===== config.mk =====
export PLATFORM = sky130hd
export DESIGN_NAME = hgb_div
export DESIGN_NICKNAME = d
export VERILOG_FILES = /design/src/hgb_pkg.sv /design/src/hgb_div.sv
export SDC_FILE = /design/constraint.sdc
export NUM_CORES = 1
export LEC_CHECK = 0
export ABC_CLOCK_PERIOD_IN_PS = 3300
export BUFFER_PORTS_ARGS = -buffer_cell sky130_fd_sc_hd__buf_2
export CORE_MARGIN = 2
export CORE_UTILIZATION = 35
export DETAILED_ROUTE_END_ITERATION = 10
export HOLD_SLACK_MARGIN = 0.03
export PLACE_DENSITY_LB_ADDON = 0.25
export SKIP_CTS_REPAIR_TIMING = 1
export SLEW_MARGIN = 10
export SYNTH_ARGS = -nofsm -noshare
export SYNTH_HDL_FRONTEND = slang
export SYNTH_SLANG_ARGS = --single-unit

===== constraint.sdc =====
create_clock -name clk -period 3.3 [get_ports clk]
set_input_delay 0.165 -clock clk [delete_from_list [all_inputs] [get_ports clk]]
set_output_delay 0.165 -clock clk [all_outputs]
set_load 0.01 [all_outputs]

===== src/hgb_pkg.sv =====
package hgb_pkg;

    localparam int COORD_W = 16;
    localparam int IDX_W   = 12;
    localparam int CNT_W   = 16;
    localparam int SIZE_W  = 10;
    localparam int OFS_W   = 15;
    localparam int GRID_W  = 7;
    localparam int QUOT_W  = 17;
    localparam int SUM_W   = 18;
    localparam int PROD_W  = 2 * GRID_W;
    localparam int CFG_IDX_W  = 3;
    localparam int CFG_DATA_W = 15;
    localparam int WORD_W  = CNT_W + 2 * COORD_W;
    localparam int IN_DATA_W  = 64;
    localparam int IN_USER_W  = 2;
    localparam int OUT_DATA_W = 48;

    localparam logic [CNT_W-1:0] COUNT_LIMIT = 16'hFFFF;

    localparam logic [SIZE_W-1:0] CELL_SIZE_RESET   = 10'd100;
    localparam logic [OFS_W-1:0]  BACK_OFFSET_RESET = 15'd800;
    localparam logic [OFS_W-1:0]  SIDE_OFFSET_RESET = 15'd2000;
    localparam logic [GRID_W-1:0] GRID_WIDTH_RESET  = 7'd48;
    localparam logic [GRID_W-1:0] GRID_HEIGHT_RESET = 7'd40;

    typedef enum logic [CFG_IDX_W-1:0] {
        CFG_CELL_SIZE   = 3'd0,
        CFG_BACK_OFFSET = 3'd1,
        CFG_SIDE_OFFSET = 3'd2,
        CFG_GRID_WIDTH  = 3'd3,
        CFG_GRID_HEIGHT = 3'd4
    } cfg_idx_t;

    typedef enum logic {
        OP_ADD  = 1'b0,
        OP_READ = 1'b1
    } opcode_t;

    typedef enum logic [5:0] {
        ST_CLEAR  = 6'b000001,
        ST_IDLE   = 6'b000010,
        ST_DIV    = 6'b000100,
        ST_INDEX  = 6'b001000,
        ST_READ   = 6'b010000,
        ST_MODIFY = 6'b100000
    } state_t;

    typedef struct packed {
        logic              done;
        logic [QUOT_W-1:0] col;
        logic [QUOT_W-1:0] row;
    } quot_t;

endpackage


===== src/hgb_div.sv =====
module hgb_div
    import hgb_pkg::*;
(
    input  logic              clk,
    input  logic              rst_n,
    input  logic              start,
    input  logic [QUOT_W-1:0] num_col,
    input  logic [QUOT_W-1:0] num_row,
    input  logic [SIZE_W-1:0] divisor,
    output quot_t             quot
);

    localparam int STEP_W = $clog2(QUOT_W);
    localparam logic [STEP_W-1:0] LAST_STEP = STEP_W'(QUOT_W - 1);

    logic              busy_reg, busy_next;
    logic              done_reg, done_next;
    logic [STEP_W-1:0] step_reg, step_next;
    logic [SIZE_W-1:0] div_reg;
    logic [QUOT_W-1:0] qc_reg, qc_next, qr_reg, qr_next;
    logic [SIZE_W-1:0] rc_reg, rc_next, rr_reg, rr_next;
    logic [SIZE_W:0]   rc_sh, rr_sh, dc, dr;

    // restoring division, one quotient bit per lane each cycle
    always_comb
    begin
        rc_sh = {rc_reg, qc_reg[QUOT_W-1]};
        rr_sh = {rr_reg, qr_reg[QUOT_W-1]};
        dc = rc_sh - {1'b0, div_reg};
        dr = rr_sh - {1'b0, div_reg};
        busy_next = busy_reg;
        done_next = 1'b0;
        step_next = step_reg;
        qc_next = qc_reg;
        qr_next = qr_reg;
        rc_next = rc_reg;
        rr_next = rr_reg;
        if (start)
        begin
            busy_next = 1'b1;
            step_next = '0;
            qc_next = num_col;
            qr_next = num_row;
            rc_next = '0;
            rr_next = '0;
        end
        else if (busy_reg)
        begin
            qc_next = {qc_reg[QUOT_W-2:0], ~dc[SIZE_W]};
            qr_next = {qr_reg[QUOT_W-2:0], ~dr[SIZE_W]};
            rc_next = dc[SIZE_W] ? rc_sh[SIZE_W-1:0] : dc[SIZE_W-1:0];
            rr_next = dr[SIZE_W] ? rr_sh[SIZE_W-1:0] : dr[SIZE_W-1:0];
            step_next = step_reg + 1'b1;
            if (step_reg == LAST_STEP)
            begin
                busy_next = 1'b0;
                done_next = 1'b1;
            end
        end
    end

    always_ff @(posedge clk or negedge rst_n)
    begin
        if (!rst_n)
        begin
            busy_reg <= 1'b0;
            done_reg <= 1'b0;
            step_reg <= '0;
        end
        else
        begin
            busy_reg <= busy_next;
            done_reg <= done_next;
            step_reg <= step_next;
        end
    end

    always_ff @(posedge clk)
    begin
        if (start)
        begin
            div_reg <= divisor;
        end
        qc_reg <= qc_next;
        qr_reg <= qr_next;
        rc_reg <= rc_next;
        rr_reg <= rr_next;
    end

    assign quot.done = done_reg;
    assign quot.col  = qc_reg;
    assign quot.row  = qr_reg;

endmodule


==> results.cfg <==
[timing]
rsz_0062_raised_after_global_routing = no
post-route-period-util_pct = 83.3
final-max-slew-violation-count = 0
timing.setup.tns_ns = 0
timing.final.crit_period_ns = 2.75
hold_viol_final = 0
max_clock_freq_ghz = 0.364
slew_at_the_pin_with_the_worst_max_slew_slack_ns = 0.888
timing.final.setup_violations = 0
finClkSkew_ns = 0.00713
max-slew-margin-rel_pct = 40.5

[place]
detailedPlacementHpwl_um = 5940
gp_congestion = 0.799
numPortBuffers = 81

[drt]
vias = 2962
first_iter_violations = 92
wl_um = 8490
wl_per_cell_um = 14.6
viasPerCell = 5.11
detailedRoute.firstPassIterationCount = 4
detail-route-antenna-nets = 0
drc = 0

[grt]
gr-total-overflow = 0
grt_start_max_net_pins = 41
grt_use_total_pct = 14.1
grt_first_pass_wirelength_um = 13900
grt_pass1_vias = 2909
grt_antenna_before_repair = 0

[power_and_ir_drop]
power.share.combinational_pct = 16.5
leakagePower_uw = 0.00210
powerDensity_nw_per_um2 = 476
netsw_uw = 611
swShare_pct = 26.3
irDropWorstVdd_uv = 281
power.sequential.fraction_pct = 45.5
clock_power_share_pct = 38.0
internal-power_uw = 1710

[floorplanning]
effective_utilization_at_floorplan_pct = 36.2
placement_rows = 38
fp.dieH_um = 111
core-area_um2 = 11000
floorplan.io_pins = 82
die_width_um = 111
dieArea_um2 = 12200

[setup_path]
worstPathMaxFanout = 15
worst-endpoint-required_ns = 3.53
worstSetupPathType = reg2reg
worstReg2RegEnd = rr_reg[2]
critical_path_arrival_ns = 2.97
startpoint_type = flop
setup.reg_to_reg.worst_slack_ns = 0.55
endpoint_kind = flop
worst_r2r_startpoint = qr_reg[16]
r2r.worst_path.cells = 10

[cts]
clock-root-buffer = clkbuf_16
clk_transition_reported_paths_ns = 0.06
cts_tree = done
h_tree_depth = 3
cts_made_buffers = 9
clock-sinks = 71
clock_latency_ns = 0.34
clock_tree.buffer_depth = 2

[min_path]
holdPathStages = 2
hp-class = in2reg
min_from = num_col[14]
worstHoldEndpoint = qc_reg[14]

[synth]
synth_top_flop_cell = edfxtp_1
synth-edff-count = 44
syn_inst = 345
synth_area_per_cell_um2 = 11.5
syn_nets = 416
mappedNetlistArea_um2 = 3980
postSynthRegisterBits = 71
synthDominantAreaCellType = edfxtp_1
post_synth_main_area_contributors = edfxtp_1 (33%), dfxtp_1 (10%), mux2_2 (9.6%), ha_1 (6.9%), dfrtp_1 (4.4%)
yosys_warnings = 0
sequential_to_total_area_share_from_yosys_stat_pct = 47.7
netlist.area_leader.share_pct = 33.2
count_of_unique_library_cells_instantiated_by_yosys = 49
synth_async_sr_flop_share_pct = 9.86

[cells_and_area]
final.fill_count = 1042
antenna_cells_inserted = 0
area_growth_syn_to_layout_pct = 22.9
multi_input_comb_area_um2 = 1930
fin_nets = 506
sequential_cell_area_um2 = 1900
drive_gt1_share_pct = 33.4
utilization_pct = 44.5

[run]
max_cap_violations = 0

[outcome]
outcome = complete, no violations
## power by group through the flow
| stage | registers, uW | clock network (uW) | logic [uW] |
|---|---|---|---|
| floorplan | 1090 | 0 | 233 |
| global placement | 1070 | 0 | 370 |
| detailed placement | 1070 | 0 | 373 |
| CTS | 1060 | 902 | 376 |
| global route | 1070 | 941 | 426 |
| finish | 1060 | 882 | 384 |
## through the flow
| stage | std cells | hold WS, ns | area (um^2) | power [uW] | worst slack [ns] |
|---|---|---|---|---|---|
| final | 580 | 0.124 | 4890 | 2320 | 0.551 |
| after global routing | 580 | 0.119 | 4890 | 2430 | 0.375 |
| after CTS | 569 | -0.354 | 4780 | 2340 | 0.540 |
| after detailed placement | 553 | 0.0119 | 4510 | 1450 | 0.561 |
| after global placement | 553 | 0.00751 | 4510 | 1440 | 0.651 |
| after floorplan | 345 | -0.131 | 3980 | 1320 | 0.702 |
## critical path, stage by stage (launching register included)
cell      delay (ns)
edfxtp_1        0.40
inv_1           0.09
ha_1            0.16
inv_1           0.05
fa_1            0.41
a21o_1          0.19
and4_1          0.22
o31ai_2         0.28
xnor2_2         0.38
nor3_1          0.11
a311o_1         0.34
## cell families after synthesis
group,after synthesis,share of synthesized area (%)
buffers and inverters,34,3.78
DFF,71,47.7
xor gates and xnor gates,20,5.07
adders and majority gates,24,7.93
and+or+nand+nor,87,11.4
AOI/OAI and AO/OA,63,11.5
muxes,46,12.6
## Yosys cell counts, types with 4 or more instances
master,number
a211oi_1,13
dfxtp_1,20
and3_1,5
nand4_1,4
nor3_1,4
xnor2_1,9
nor2_1,29
clkbuf_1,8
dfrtp_1,7
ha_1,22
mux2_2,34
nand2b_1,5
mux2i_1,12
a21oi_1,13
or3_1,4
o21ai_0,5
nand2_1,13
o31ai_1,5
xor2_1,9
nand3_1,6
or3b_2,5
inv_1,18
a21o_1,7
buf_1,4
edfxtp_1,44
a31oi_1,4
## metal layers
layer	GRT usage [%]	routed length (um)	vias up
li1	-	-	1466
met1	18.6	4120	1390
met2	20.2	3540	89
met3	5.54	604	17
met4	7.08	221	0
met5	0	0	-
## placed cells by master, fill, tap and decap left out, types with 3 or more instances in the layout
cell	n
o21ai_0	5
or3_1	4
nand2b_1	5
xor2_1	9
buf_2	81
ha_1	22
or3b_2	5
dfxtp_1	20
mux2_2	34
nand3_1	6
o31ai_1	5
inv_1	18
nor3_1	4
edfxtp_1	44
a31oi_1	4
dfrtp_1	7
a31o_2	3
nor2_1	29
a21oi_1	13
nand2_1	13
dlygate4sd3_1	11
mux2i_1	12
a211oi_1	13
nand4_1	4
xnor2_1	9
a21o_1	7
nor2b_1	3
and3_1	5
clkbuf_16	9
## cell type report
cell class / instances / area share [%]
tap: 140 / 3.59
multi-input combinational: 240 / 39.5
inverter: 18 / 1.38
sequential: 71 / 38.8
clock buffer: 10 / 4.69
clock inverter: 6 / 0.768
timing repair buffer: 95 / 11.3
## worst max-delay path by stage
stage,from,endpoint,slack (ns),cells past startpoint
floorplan,qr_reg[16],qr_reg[0],0.70,10
global placement,qr_reg[16],rr_reg[2],0.65,10
detailed placement,qr_reg[16],rr_reg[2],0.56,10
CTS,qr_reg[16],rr_reg[2],0.54,10
global route,qr_reg[16],rr_reg[1],0.38,10
finish,qr_reg[16],rr_reg[2],0.55,10
(Power assumes the default switching activity.)
